===== src/rtl/r2h_pkg.sv =====
// ---------------------------------------------------------------------------
// r2h_pkg: shared types and constants of the RGB to HSL converter
// Widths of the pixel fields, of the division chain and of the stream words.
// ---------------------------------------------------------------------------
`default_nettype none

package r2h_pkg;

    localparam int CHANNEL_BITS = 8;
    localparam int ANGLE_BITS   = 16;
    localparam int SAT_BITS     = 16;

    // One quotient bit per cell; both quotients share the chain
    localparam int CELL_COUNT = (ANGLE_BITS > SAT_BITS) ? ANGLE_BITS : SAT_BITS;

    // Hue divisor is 6 * chroma, which needs three more bits than a channel
    localparam int HDIV_BITS = CHANNEL_BITS + 3;
    localparam int SUM_BITS  = CHANNEL_BITS + 1;

    localparam logic [CHANNEL_BITS-1:0] CH_MAX = '1;

    localparam int IN_FIELD_BITS  = 3 * CHANNEL_BITS;
    localparam int IN_DATA_BITS   = ((IN_FIELD_BITS + 7) / 8) * 8;
    localparam int OUT_FIELD_BITS = ANGLE_BITS + SAT_BITS + SUM_BITS + CHANNEL_BITS;
    localparam int OUT_DATA_BITS  = ((OUT_FIELD_BITS + 7) / 8) * 8;

    // Payload handed from cell to cell
    typedef struct packed {
        logic [HDIV_BITS-1:0]    hrem;
        logic [HDIV_BITS-1:0]    hdiv;
        logic [CELL_COUNT-1:0]   hq;
        logic [CHANNEL_BITS-1:0] srem;
        logic [CHANNEL_BITS-1:0] sdiv;
        logic [CELL_COUNT-1:0]   sq;
        logic                    grey;
        logic                    sat_zero;
        logic [SUM_BITS-1:0]     sum;
        logic [CHANNEL_BITS-1:0] chroma;
    } cell_t;

endpackage

`default_nettype wire


===== src/rtl/r2h_front.sv =====
// ---------------------------------------------------------------------------
// r2h_front: pixel front stage
// Finds max and min, chroma, lightness sum, hue sector numerator and both
// divisors, and registers them as the first word of the division chain.
// ---------------------------------------------------------------------------
`default_nettype none

module r2h_front (
    input  wire logic                              clk,
    input  wire logic                              rst_n,
    input  wire logic                              in_valid,
    output logic                                   in_ready,
    input  wire logic [r2h_pkg::CHANNEL_BITS-1:0]  red,
    input  wire logic [r2h_pkg::CHANNEL_BITS-1:0]  green,
    input  wire logic [r2h_pkg::CHANNEL_BITS-1:0]  blue,
    output logic                                   out_valid,
    input  wire logic                              out_ready,
    output r2h_pkg::cell_t                         out_data
);

    logic                              valid_reg;
    logic                              valid_next;
    r2h_pkg::cell_t                    data_reg;
    r2h_pkg::cell_t                    data_next;

    logic [r2h_pkg::CHANNEL_BITS-1:0]  mx;
    logic [r2h_pkg::CHANNEL_BITS-1:0]  mn;
    logic [r2h_pkg::CHANNEL_BITS-1:0]  chroma;
    logic [r2h_pkg::SUM_BITS-1:0]      sum;
    logic [r2h_pkg::SUM_BITS-1:0]      mid_offset;
    logic [r2h_pkg::SUM_BITS-1:0]      ch_max_w;
    logic [r2h_pkg::HDIV_BITS-1:0]     c_w;
    logic [r2h_pkg::HDIV_BITS-1:0]     c6;
    logic [r2h_pkg::HDIV_BITS-1:0]     r_w;
    logic [r2h_pkg::HDIV_BITS-1:0]     g_w;
    logic [r2h_pkg::HDIV_BITS-1:0]     b_w;
    logic [r2h_pkg::HDIV_BITS-1:0]     num;
    logic [r2h_pkg::CHANNEL_BITS-1:0]  sdiv;

    assign in_ready  = !valid_reg || out_ready;
    assign out_valid = valid_reg;
    assign out_data  = data_reg;

    always_comb
    begin
        mx = red;
        mn = red;
        if (green > mx)
        begin
            mx = green;
        end
        if (blue > mx)
        begin
            mx = blue;
        end
        if (green < mn)
        begin
            mn = green;
        end
        if (blue < mn)
        begin
            mn = blue;
        end
        chroma = mx - mn;
        sum    = r2h_pkg::SUM_BITS'(mx) + r2h_pkg::SUM_BITS'(mn);

        c_w = r2h_pkg::HDIV_BITS'(chroma);
        c6  = (c_w << 2) + (c_w << 1);
        r_w = r2h_pkg::HDIV_BITS'(red);
        g_w = r2h_pkg::HDIV_BITS'(green);
        b_w = r2h_pkg::HDIV_BITS'(blue);

        // Sector by largest channel; ties go red, then green
        if (red >= green && red >= blue)
        begin
            if (green >= blue)
            begin
                num = g_w - b_w;
            end
            else
            begin
                // wrap a negative red-sector hue by one full turn
                num = c6 - (b_w - g_w);
            end
        end
        else if (green >= blue)
        begin
            num = (c_w << 1) + b_w - r_w;
        end
        else
        begin
            num = (c_w << 2) + r_w - g_w;
        end

        ch_max_w   = r2h_pkg::SUM_BITS'(r2h_pkg::CH_MAX);
        mid_offset = (sum >= ch_max_w) ? (sum - ch_max_w) : (ch_max_w - sum);
        sdiv       = r2h_pkg::CHANNEL_BITS'(ch_max_w - mid_offset);

        data_next.hrem     = num;
        data_next.hdiv     = c6;
        data_next.hq       = '0;
        data_next.srem     = chroma;
        data_next.sdiv     = sdiv;
        data_next.sq       = '0;
        data_next.grey     = (chroma == '0);
        data_next.sat_zero = (sdiv == '0);
        data_next.sum      = sum;
        data_next.chroma   = chroma;

        valid_next = in_ready ? in_valid : valid_reg;
    end

    always_ff @(posedge clk or negedge rst_n)
    begin
        if (!rst_n)
        begin
            valid_reg <= 1'b0;
        end
        else
        begin
            valid_reg <= valid_next;
        end
    end

    always_ff @(posedge clk)
    begin
        if (in_ready && in_valid)
        begin
            data_reg <= data_next;
        end
    end

endmodule

`default_nettype wire


===== src/rtl/r2h_div_cell.sv =====
// ---------------------------------------------------------------------------
// r2h_div_cell: one restoring division step for hue and saturation
// Shifts both partial remainders, subtracts the divisor where it fits and
// appends one quotient bit to each quotient, then hands the word on.
// ---------------------------------------------------------------------------
`default_nettype none

module r2h_div_cell (
    input  wire logic            clk,
    input  wire logic            rst_n,
    input  wire logic            in_valid,
    output logic                 in_ready,
    input  wire r2h_pkg::cell_t  in_data,
    output logic                 out_valid,
    input  wire logic            out_ready,
    output r2h_pkg::cell_t       out_data
);

    logic                               valid_reg;
    logic                               valid_next;
    r2h_pkg::cell_t                     data_reg;
    r2h_pkg::cell_t                     data_next;

    logic [r2h_pkg::HDIV_BITS:0]        hsh;
    logic [r2h_pkg::CHANNEL_BITS:0]     ssh;
    logic                               hbit;
    logic                               sbit;

    assign in_ready  = !valid_reg || out_ready;
    assign out_valid = valid_reg;
    assign out_data  = data_reg;

    always_comb
    begin
        data_next = in_data;

        hsh  = {in_data.hrem, 1'b0};
        hbit = (hsh >= {1'b0, in_data.hdiv});
        if (hbit)
        begin
            data_next.hrem = r2h_pkg::HDIV_BITS'(hsh - {1'b0, in_data.hdiv});
        end
        else
        begin
            data_next.hrem = r2h_pkg::HDIV_BITS'(hsh);
        end
        data_next.hq = {in_data.hq[r2h_pkg::CELL_COUNT-2:0], hbit};

        // chroma never exceeds its divisor, so the quotient is all ones only when the two are equal
        ssh  = {in_data.srem, 1'b0};
        sbit = (ssh >= {1'b0, in_data.sdiv});
        if (sbit)
        begin
            data_next.srem = r2h_pkg::CHANNEL_BITS'(ssh - {1'b0, in_data.sdiv});
        end
        else
        begin
            data_next.srem = r2h_pkg::CHANNEL_BITS'(ssh);
        end
        data_next.sq = {in_data.sq[r2h_pkg::CELL_COUNT-2:0], sbit};

        valid_next = in_ready ? in_valid : valid_reg;
    end

    always_ff @(posedge clk or negedge rst_n)
    begin
        if (!rst_n)
        begin
            valid_reg <= 1'b0;
        end
        else
        begin
            valid_reg <= valid_next;
        end
    end

    always_ff @(posedge clk)
    begin
        if (in_ready && in_valid)
        begin
            data_reg <= data_next;
        end
    end

endmodule

`default_nettype wire


===== src/rtl/rgb_to_hsl_converter.sv =====
// ---------------------------------------------------------------------------
// rgb_to_hsl_converter: RGB pixel to hue, saturation, lightness and chroma
// A front stage followed by a row of restoring division cells.
// ---------------------------------------------------------------------------
//
//   Channel | Direction | Signals          | Payload
//   --------+-----------+------------------+--------------------------------
//   s_axis  | in        | tvalid/tready    | red, green, blue
//   m_axis  | out       | tvalid/tready    | hue, saturation, lightness_sum,
//           |           |                  | chroma
//
// One pixel per clock while m_axis_tready stays high: one front stage, then one
// cell per quotient bit. Every stage holds a valid bit; a stage takes a new
// transaction when it is empty or its neighbor takes its content, so bubbles
// collapse under stalls.
// Reset clears the valid bits only; the block keeps no state between pixels.
// ---------------------------------------------------------------------------
`default_nettype none

module rgb_to_hsl_converter (
    input  wire logic                               clk,
    input  wire logic                               rst_n,
    input  wire logic                               s_axis_tvalid,
    output logic                                    s_axis_tready,
    // red, green, blue
    input  wire logic [r2h_pkg::IN_DATA_BITS-1:0]   s_axis_tdata,
    output logic                                    m_axis_tvalid,
    input  wire logic                               m_axis_tready,
    // hue, saturation, lightness_sum, chroma, zero fill
    output logic [r2h_pkg::OUT_DATA_BITS-1:0]       m_axis_tdata
);

    localparam int CB = r2h_pkg::CHANNEL_BITS;
    localparam int N  = r2h_pkg::CELL_COUNT;

    logic                  stage_valid [N+1];
    logic                  stage_ready [N+1];
    r2h_pkg::cell_t        stage_data  [N+1];

    r2h_pkg::cell_t        last;
    logic [r2h_pkg::ANGLE_BITS-1:0] hue;
    logic [r2h_pkg::SAT_BITS-1:0]   saturation;

    r2h_front u_front (
        .clk       (clk),
        .rst_n     (rst_n),
        .in_valid  (s_axis_tvalid),
        .in_ready  (s_axis_tready),
        .red       (s_axis_tdata[CB-1:0]),
        .green     (s_axis_tdata[2*CB-1:CB]),
        .blue      (s_axis_tdata[3*CB-1:2*CB]),
        .out_valid (stage_valid[0]),
        .out_ready (stage_ready[0]),
        .out_data  (stage_data[0])
    );

    for (genvar i = 0; i < N; i++)
    begin : g_cell
        r2h_div_cell u_cell (
            .clk       (clk),
            .rst_n     (rst_n),
            .in_valid  (stage_valid[i]),
            .in_ready  (stage_ready[i]),
            .in_data   (stage_data[i]),
            .out_valid (stage_valid[i+1]),
            .out_ready (stage_ready[i+1]),
            .out_data  (stage_data[i+1])
        );
    end

    assign stage_ready[N] = m_axis_tready;
    assign m_axis_tvalid  = stage_valid[N];
    assign last           = stage_data[N];

    // Drop the extra low quotient bits; grey and black/white force zero
    assign hue = last.grey ? '0 : last.hq[N-1 -: r2h_pkg::ANGLE_BITS];
    assign saturation = last.sat_zero ? '0 : last.sq[N-1 -: r2h_pkg::SAT_BITS];

    assign m_axis_tdata = r2h_pkg::OUT_DATA_BITS'({last.chroma, last.sum, saturation, hue});

endmodule

`default_nettype wire


===== config.mk =====
export PLATFORM = sky130hd
export DESIGN_NAME = rgb_to_hsl_converter
export DESIGN_NICKNAME = d
export VERILOG_FILES = /design/src/rtl/r2h_pkg.sv /design/src/rtl/r2h_front.sv /design/src/rtl/r2h_div_cell.sv /design/src/rtl/rgb_to_hsl_converter.sv
export SDC_FILE = /design/constraint.sdc
export NUM_CORES = 2
export LEC_CHECK = 0
export ABC_AREA = 1
export BUFFER_PORTS_ARGS = -buffer_cell sky130_fd_sc_hd__buf_2
export CAP_MARGIN = 20
export CORE_ASPECT_RATIO = 0.9
export CORE_MARGIN = 1.5
export CORE_UTILIZATION = 53
export DETAILED_ROUTE_END_ITERATION = 6
export PLACE_DENSITY_LB_ADDON = 0.08
export SYNTH_ARGS = -nofsm -noshare
export SYNTH_HDL_FRONTEND = slang
export SYNTH_SLANG_ARGS = --single-unit
export TNS_END_PERCENT = 1

===== constraint.sdc =====
create_clock -name clk -period 10 [get_ports clk]
set_input_delay 2 -clock clk [delete_from_list [all_inputs] [get_ports clk]]
set_output_delay 2 -clock clk [all_outputs]
set_load 0.02 [all_outputs]

# After elaboration in Yosys (flattened, before gate mapping)
# Cells that the tools add are included.
dict set report classes {
  reduce_logical 54
  magnitude_cmp 40
  n_mux 40
  addsub 43
}
# op count
set op_table {}
lappend op_table {{11-bit two-way mux} 18}
lappend op_table {{12-bit by 11-bit greater-or-equal comparator with 1-bit output} 16}
lappend op_table {{11-bit subtractor} 16}
lappend op_table {{8-bit two-way mux} 20}
lappend op_table {{9-bit by 8-bit greater-or-equal comparator with 1-bit output} 16}
lappend op_table {{8-bit subtractor} 16}
lappend op_table {{16-bit two-way mux} 2}
lappend op_table {{8-bit greater-or-equal comparator} 3}
lappend op_table {{11-bit by 8-bit subtractor with 11-bit output} 2}
lappend op_table {{1-bit logical AND} 18}
lappend op_table {{8-bit by 8-bit subtractor with 9-bit output} 2}
lappend op_table {{1-bit logical NOT} 17}
lappend op_table {{1-bit logical OR} 17}
lappend op_table {{8-bit greater-than comparator} 2}
lappend op_table {{8-bit logical NOT} 2}
lappend op_table {{8-bit less-than comparator} 2}
lappend op_table {{8-bit subtractor (first input constant)} 2}
lappend op_table {{10-bit by 8-bit adder with 11-bit output} 1}
lappend op_table {{10-bit by 9-bit adder with 11-bit output} 1}
lappend op_table {{9-bit by 8-bit adder with 10-bit output} 1}
lappend op_table {{8-bit by 8-bit adder with 9-bit output} 1}
lappend op_table {{9-bit by 8-bit greater-or-equal comparator with 1-bit output (second input constant)} 1}
lappend op_table {{8-bit subtractor (second input constant)} 1}
dict set report word_totals {
  out_inout_bits 58
  ff_bits 1212
}

# Depth between registers and ports, before layout
dict set report depth {
  ltp_word 19
  depth_mapped 44
  mapped_depth_nobuf 42
}

# Cells and area by module
# A second synthesis with hierarchy kept.
dict set report hier_totals {
  hier_cells 6611
  hier_area_um2 73609.3
}
# module area_per_inst_um2 cells_per_inst seq_area_each_um2 n_inst
set by_module_without_submodules {}
lappend by_module_without_submodules {r2h_div_cell 4157.7 352 2697.6 16}
lappend by_module_without_submodules {r2h_front 6721.4 903 1376.3 1}
lappend by_module_without_submodules {rgb_to_hsl_converter 364.1 76 0.0 1}

# Worst setup path after synthesis
# OpenSTA, ideal clock, no wires.
dict set report synth_timing {
  kind {input to register}
  from {input s_axis_tdata[1] (netlist name)}
  to {register u_front.data_reg, in the netlist u_front.out_data[88], data pin}
  t_required_ns 9.737
  path_slack_ns 1.729
  arrival_ns 8.007
  setup_time_ns 0.263
  path_stages 38
  cell_sequence {inv_1 > ha_1 > a21oi_1 > o21ai_0 > a21o_1 > clkbuf_1 > nand2_1 > o21ai_0 > inv_1 > ha_1 > a21oi_1 > nor2_1 > a211oi_1 > nand2_1 > buf_2 > nand2_1 > nand2_1 > ha_1 > (+2 left out) > nand2_1 > nand3_1 > xor2_1 > ha_1 > a21oi_1 > inv_1 > a31oi_1 > o21ai_0 > a21oi_1 > nor3_1 > or3_1 > xor2_1 > ha_1 > or2_2 > nand2_1 > nand2_1 > nand3_1 > a21oi_1}
}
# element line
set synth_lines {}
lappend synth_lines {{start, declared} rgb_to_hsl_converter.sv:26} ;# input wire logic [r2h_pkg::IN_DATA_BITS-1:0] s_axis_tdata,
lappend synth_lines {{end signal, assigned} r2h_front.sv:129} ;# data_reg <= data_next;
lappend synth_lines {{end, declared} r2h_front.sv:23} ;# r2h_pkg::cell_t data_reg;

==> run summary <==
The flow ran to the end, and the final reports show no timing, DRC or antenna violations. The total I/O pin count came out at 86. Cells with a size suffix above 1 make up 7.56% of the layout. The floorplan core area came out at 0.0999 mm2. At the end of the flow the core is filled with cells to 59.1%. For the critical path required time, the log shows 10.40 ns. The final critical path time including I/O delays and setup is 8.77 ns.

The sequential share of the synthesized area was 63.6%; the number of antenna violations at the first check in global routing was 1. Yosys attributes the largest share of cell area to sky130_fd_sc_hd__edfxtp_1, sky130_fd_sc_hd__ha_1, sky130_fd_sc_hd__nand2_1, sky130_fd_sc_hd__inv_1, sky130_fd_sc_hd__o21ai_0. Yosys mapped a number of flops with a built-in enable equal to 1115. After detailed routing, the total wire length is 91700 um.

Timing would allow up to 0.114 GHz. The post-CTS resize count is 0, and the port buffer count is 78. Data arrives at the worst endpoint at 9.17 ns. The worst setup path is launched from an input port.

In this run the deepest clock path goes through 3 buffers. The starting density of the core is 53.4%. Setup violations remaining at the end of the flow were counted as 0. Clock skew on the completed layout was measured at 0.0644 ns. The worst setup path is of the in -> reg kind. For this block, wires on met1 add up to 41100 um.

Across the run, the number of max-cap violations was 0. The final global-route overflow total is 0, and the filler cell count is 8042. The uppermost layer routed was met5. TritonCTS created 114 clock buffers. The worst pin sits at a relative slew slack of 37.9%.

The number of hold violations in the final report is 0. Post-CTS timing repair inserted 0 buffers for setup. Measured along the x axis, the die boundary spans 337 um.

The tree is rooted in a sky130_fd_sc_hd__clkbuf_16. The run gives 0 as the number of DRC violations after detailed routing. The worst hold path belongs to the class reg -> reg. Once detailed placement completed, the half-perimeter wirelength came to 67400 um. The run gives 29.7k as the number of vias after detailed routing. CTS built an H-tree with a depth of 3.

The most used flip-flop cell after synthesis is sky130_fd_sc_hd__edfxtp_1. The maximum cell stage delay along the critical path was 0.47 ns; the amount of wire on met2 after detailed routing was 45200 um. Summed over all nets, wire length on met3 after detailed routing comes to 2620 um. In the routed layout, each cell is associated on average with a via count of 4.99. 0 antenna diodes ended up in the layout. Setup repair after global routing left no endpoint under its margin. After clock tree synthesis, the flow added hold-fix buffers numbering 0.

For this block, the initial DRC count from the detailed router was 1605. For the final routed database, the setup TNS stands at 0 ns. In this run the remaining antenna-violating nets after routing total 0. The average footprint of a synthesized cell works out to 12.2 um2. For the via count of the first global-routing pass, the log shows 29.6k.

The first global-routing pass estimated 149000 um of wire. The clock drives 1132 sinks. The routed wirelength normalized by instance count is 15.4 um, and the highest fanout seen on the critical path is 17. In the finished design, the share of the clock period the worst path needs comes to 87.7%. Of the post-synthesis cell area, the dominant cell type holds 62.8%. The overall routing resource usage was 18.3%. For the peak ir drop on the vdd network, the log shows 0.000273 V. The pre-antenna-repair detailed-routing pass consisted of 6 iterations. At the pin with the least slew margin, the transition time is 0.931 ns. The chip height came out at 304 um.

The congestion estimate from routability-driven global placement came to 0.875. STA classifies the critical path endpoint as a flop. The synthesized instance count was 4377. The tools report the distinct cell type count after synthesis as 62.

The tools report the number of warning messages in the yosys log as 0. The analysis attributes to cell leakage a power of 24.4 nW. In the synthesized netlist the async set-or-reset flop fraction comes to 1.50%. On the critical path, the stage with the largest delay is an instance of sky130_fd_sc_hd__ha_1.

The flip-flop and latch count after synthesis works out to 1132. Ranked by instance count, the synthesized netlist is headed by sky130_fd_sc_hd__edfxtp_1, sky130_fd_sc_hd__nand2_1, sky130_fd_sc_hd__inv_1, sky130_fd_sc_hd__ha_1, sky130_fd_sc_hd__o21ai_0. Clock-pin slew was measured on the worst setup and hold paths at 0.07 ns. The floorplan has 110 rows.

In this run the power density over the cells is 357 mW/mm2. The most numerous cell type found on the critical path is sky130_fd_sc_hd__nand2_1. The die covers 0.103 mm2. TritonCTS built the clock tree. The most common cell in the synthesized netlist is sky130_fd_sc_hd__edfxtp_1. After the last flow step, the layout net total stands at 5000. The area added between synthesis and finish is 10.7%. Top cell type by total area after synthesis: sky130_fd_sc_hd__edfxtp_1. The run gives 0.72 ns as the insertion delay of the later-clocked pin in the worst-skew pair. The cell area after technology mapping was 0.0533 mm2; the largest net degree at the start of global routing was 70. For the final number of max-transition violations, the log shows 0.
layout by cell type, fill, tap and decap left out, types with 7 or more instances in the layout:
| cell type | count |
|---|---|
| sky130_fd_sc_hd__xor2_1 | 149 |
| sky130_fd_sc_hd__a31oi_1 | 8 |
| sky130_fd_sc_hd__ha_1 | 399 |
| sky130_fd_sc_hd__buf_2 | 78 |
| sky130_fd_sc_hd__o221ai_1 | 8 |
| sky130_fd_sc_hd__inv_2 | 18 |
| sky130_fd_sc_hd__nand2_1 | 634 |
| sky130_fd_sc_hd__inv_1 | 610 |
| sky130_fd_sc_hd__conb_1 | 7 |
| sky130_fd_sc_hd__nor2_2 | 9 |
| sky130_fd_sc_hd__nand4_1 | 29 |
| sky130_fd_sc_hd__nor2_1 | 256 |
| sky130_fd_sc_hd__nor2_4 | 12 |
| sky130_fd_sc_hd__bufinv_16 | 12 |
| sky130_fd_sc_hd__edfxtp_1 | 1115 |
| sky130_fd_sc_hd__fa_1 | 44 |
| sky130_fd_sc_hd__clkinv_1 | 20 |
| sky130_fd_sc_hd__nand2_2 | 18 |
| sky130_fd_sc_hd__o21ai_0 | 325 |
| sky130_fd_sc_hd__o21ai_1 | 38 |
| sky130_fd_sc_hd__nor3_1 | 42 |
| sky130_fd_sc_hd__and2_1 | 12 |
| sky130_fd_sc_hd__nand3_1 | 108 |
| sky130_fd_sc_hd__clkinv_2 | 15 |
| sky130_fd_sc_hd__dfrtp_1 | 17 |
| sky130_fd_sc_hd__clkbuf_16 | 114 |
| sky130_fd_sc_hd__a211oi_1 | 10 |
| sky130_fd_sc_hd__buf_4 | 27 |
| sky130_fd_sc_hd__o21bai_1 | 27 |
| sky130_fd_sc_hd__a21oi_1 | 252 |
| sky130_fd_sc_hd__xnor2_1 | 77 |
| sky130_fd_sc_hd__clkbuf_1 | 22 |
| sky130_fd_sc_hd__a21o_1 | 25 |
cell families after synthesis:
logic type / count (synthesis) / synth area share [%]
compound gates: 724 / 7.36
xor+xnor: 231 / 3.86
other cells: 1 / 0.00703
flops: 1132 / 63.6
fa+ha+maj: 443 / 11.0
simple gates: 1141 / 8.96
buf+inv: 705 / 5.21
metal layers:
metal  vias to the layer above  global-route usage [%]
met5                         -                       0
met4                         2                    6.21
met3                       163                    2.47
met2                       362                    31.9
met1                     13800                    23.4
li1                      15400                       -
stage by stage:
stage	cell area (um2)	worst slack [ns]	hold slack (ns)	power (mW)	std cells
detailed placement	55300	0.528	0.405	17.0	5757
CTS	59000	1.24	0.348	21.3	5958
global placement	55300	0.600	0.401	16.9	5757
floorplan	53400	1.73	0.400	14.9	4383
global route	59000	0.514	0.348	22.8	5958
finish	59000	1.23	0.357	21.1	5958
final cells by class:
| cell class | count | area (um2) | area share, % |
|---|---|---|---|
| Inverter | 630 | 2370 | 4.01 |
| Sequential cell | 1132 | 33900 | 57.4 |
| Clock inverter | 60 | 742 | 1.26 |
| Clock buffer | 141 | 3000 | 5.09 |
| Multi-Input combinational cell | 2546 | 16700 | 28.4 |
| Timing Repair Buffer | 105 | 593 | 1.00 |
| Tap cell | 1344 | 1680 | 2.85 |
critical path: cells and delay by family:
kind / cells / cell delay (ns)
xor+xnor: 2 / 0.45
simple gates: 10 / 0.98
fa+ha+maj: 5 / 1.64
compound gates: 15 / 3.20
buf+inv: 5 / 0.88
worst paths after layout:
check	startpoint	depth (start not counted)	slack [ns]	endpoint
min in group asynchronous	rst_n	1	1.22	g_cell[8].u_cell.out_valid$_DFFE_PN0P_
max in group asynchronous	rst_n	1	8.47	g_cell[14].u_cell.out_valid$_DFFE_PN0P_
max reg2reg	g_cell[15].u_cell.out_valid$_DFFE_PN0P_	18	6.88	g_cell[1].u_cell.out_data[9]$_DFFE_PP_
min	g_cell[0].u_cell.out_data[13]$_DFFE_PP_	0	0.36	g_cell[1].u_cell.out_data[13]$_DFFE_PP_
max	s_axis_tdata[7]	37	1.23	u_front.out_data[86]$_DFFE_PP_
min reg2reg	g_cell[0].u_cell.out_data[13]$_DFFE_PP_	0	0.36	g_cell[1].u_cell.out_data[13]$_DFFE_PP_
report_power, final:
part / leakage, nW / total [mW] / switching [mW] / internal [mW]
combinational: 11.5 / 8.60 / 5.33 / 3.27
sequential: 11.1 / 8.27 / 0.664 / 7.61
clock: 1.80 / 4.19 / 1.74 / 2.44
flip-flops by register name, summed over array words and instances, names as in the netlist:
name / cells
g_cell.u_cell.out_data: 1070
u_front.out_data: 45
g_cell.u_cell.out_valid: 16
u_front.out_valid: 1
Power figures use the tool's default switching activity.
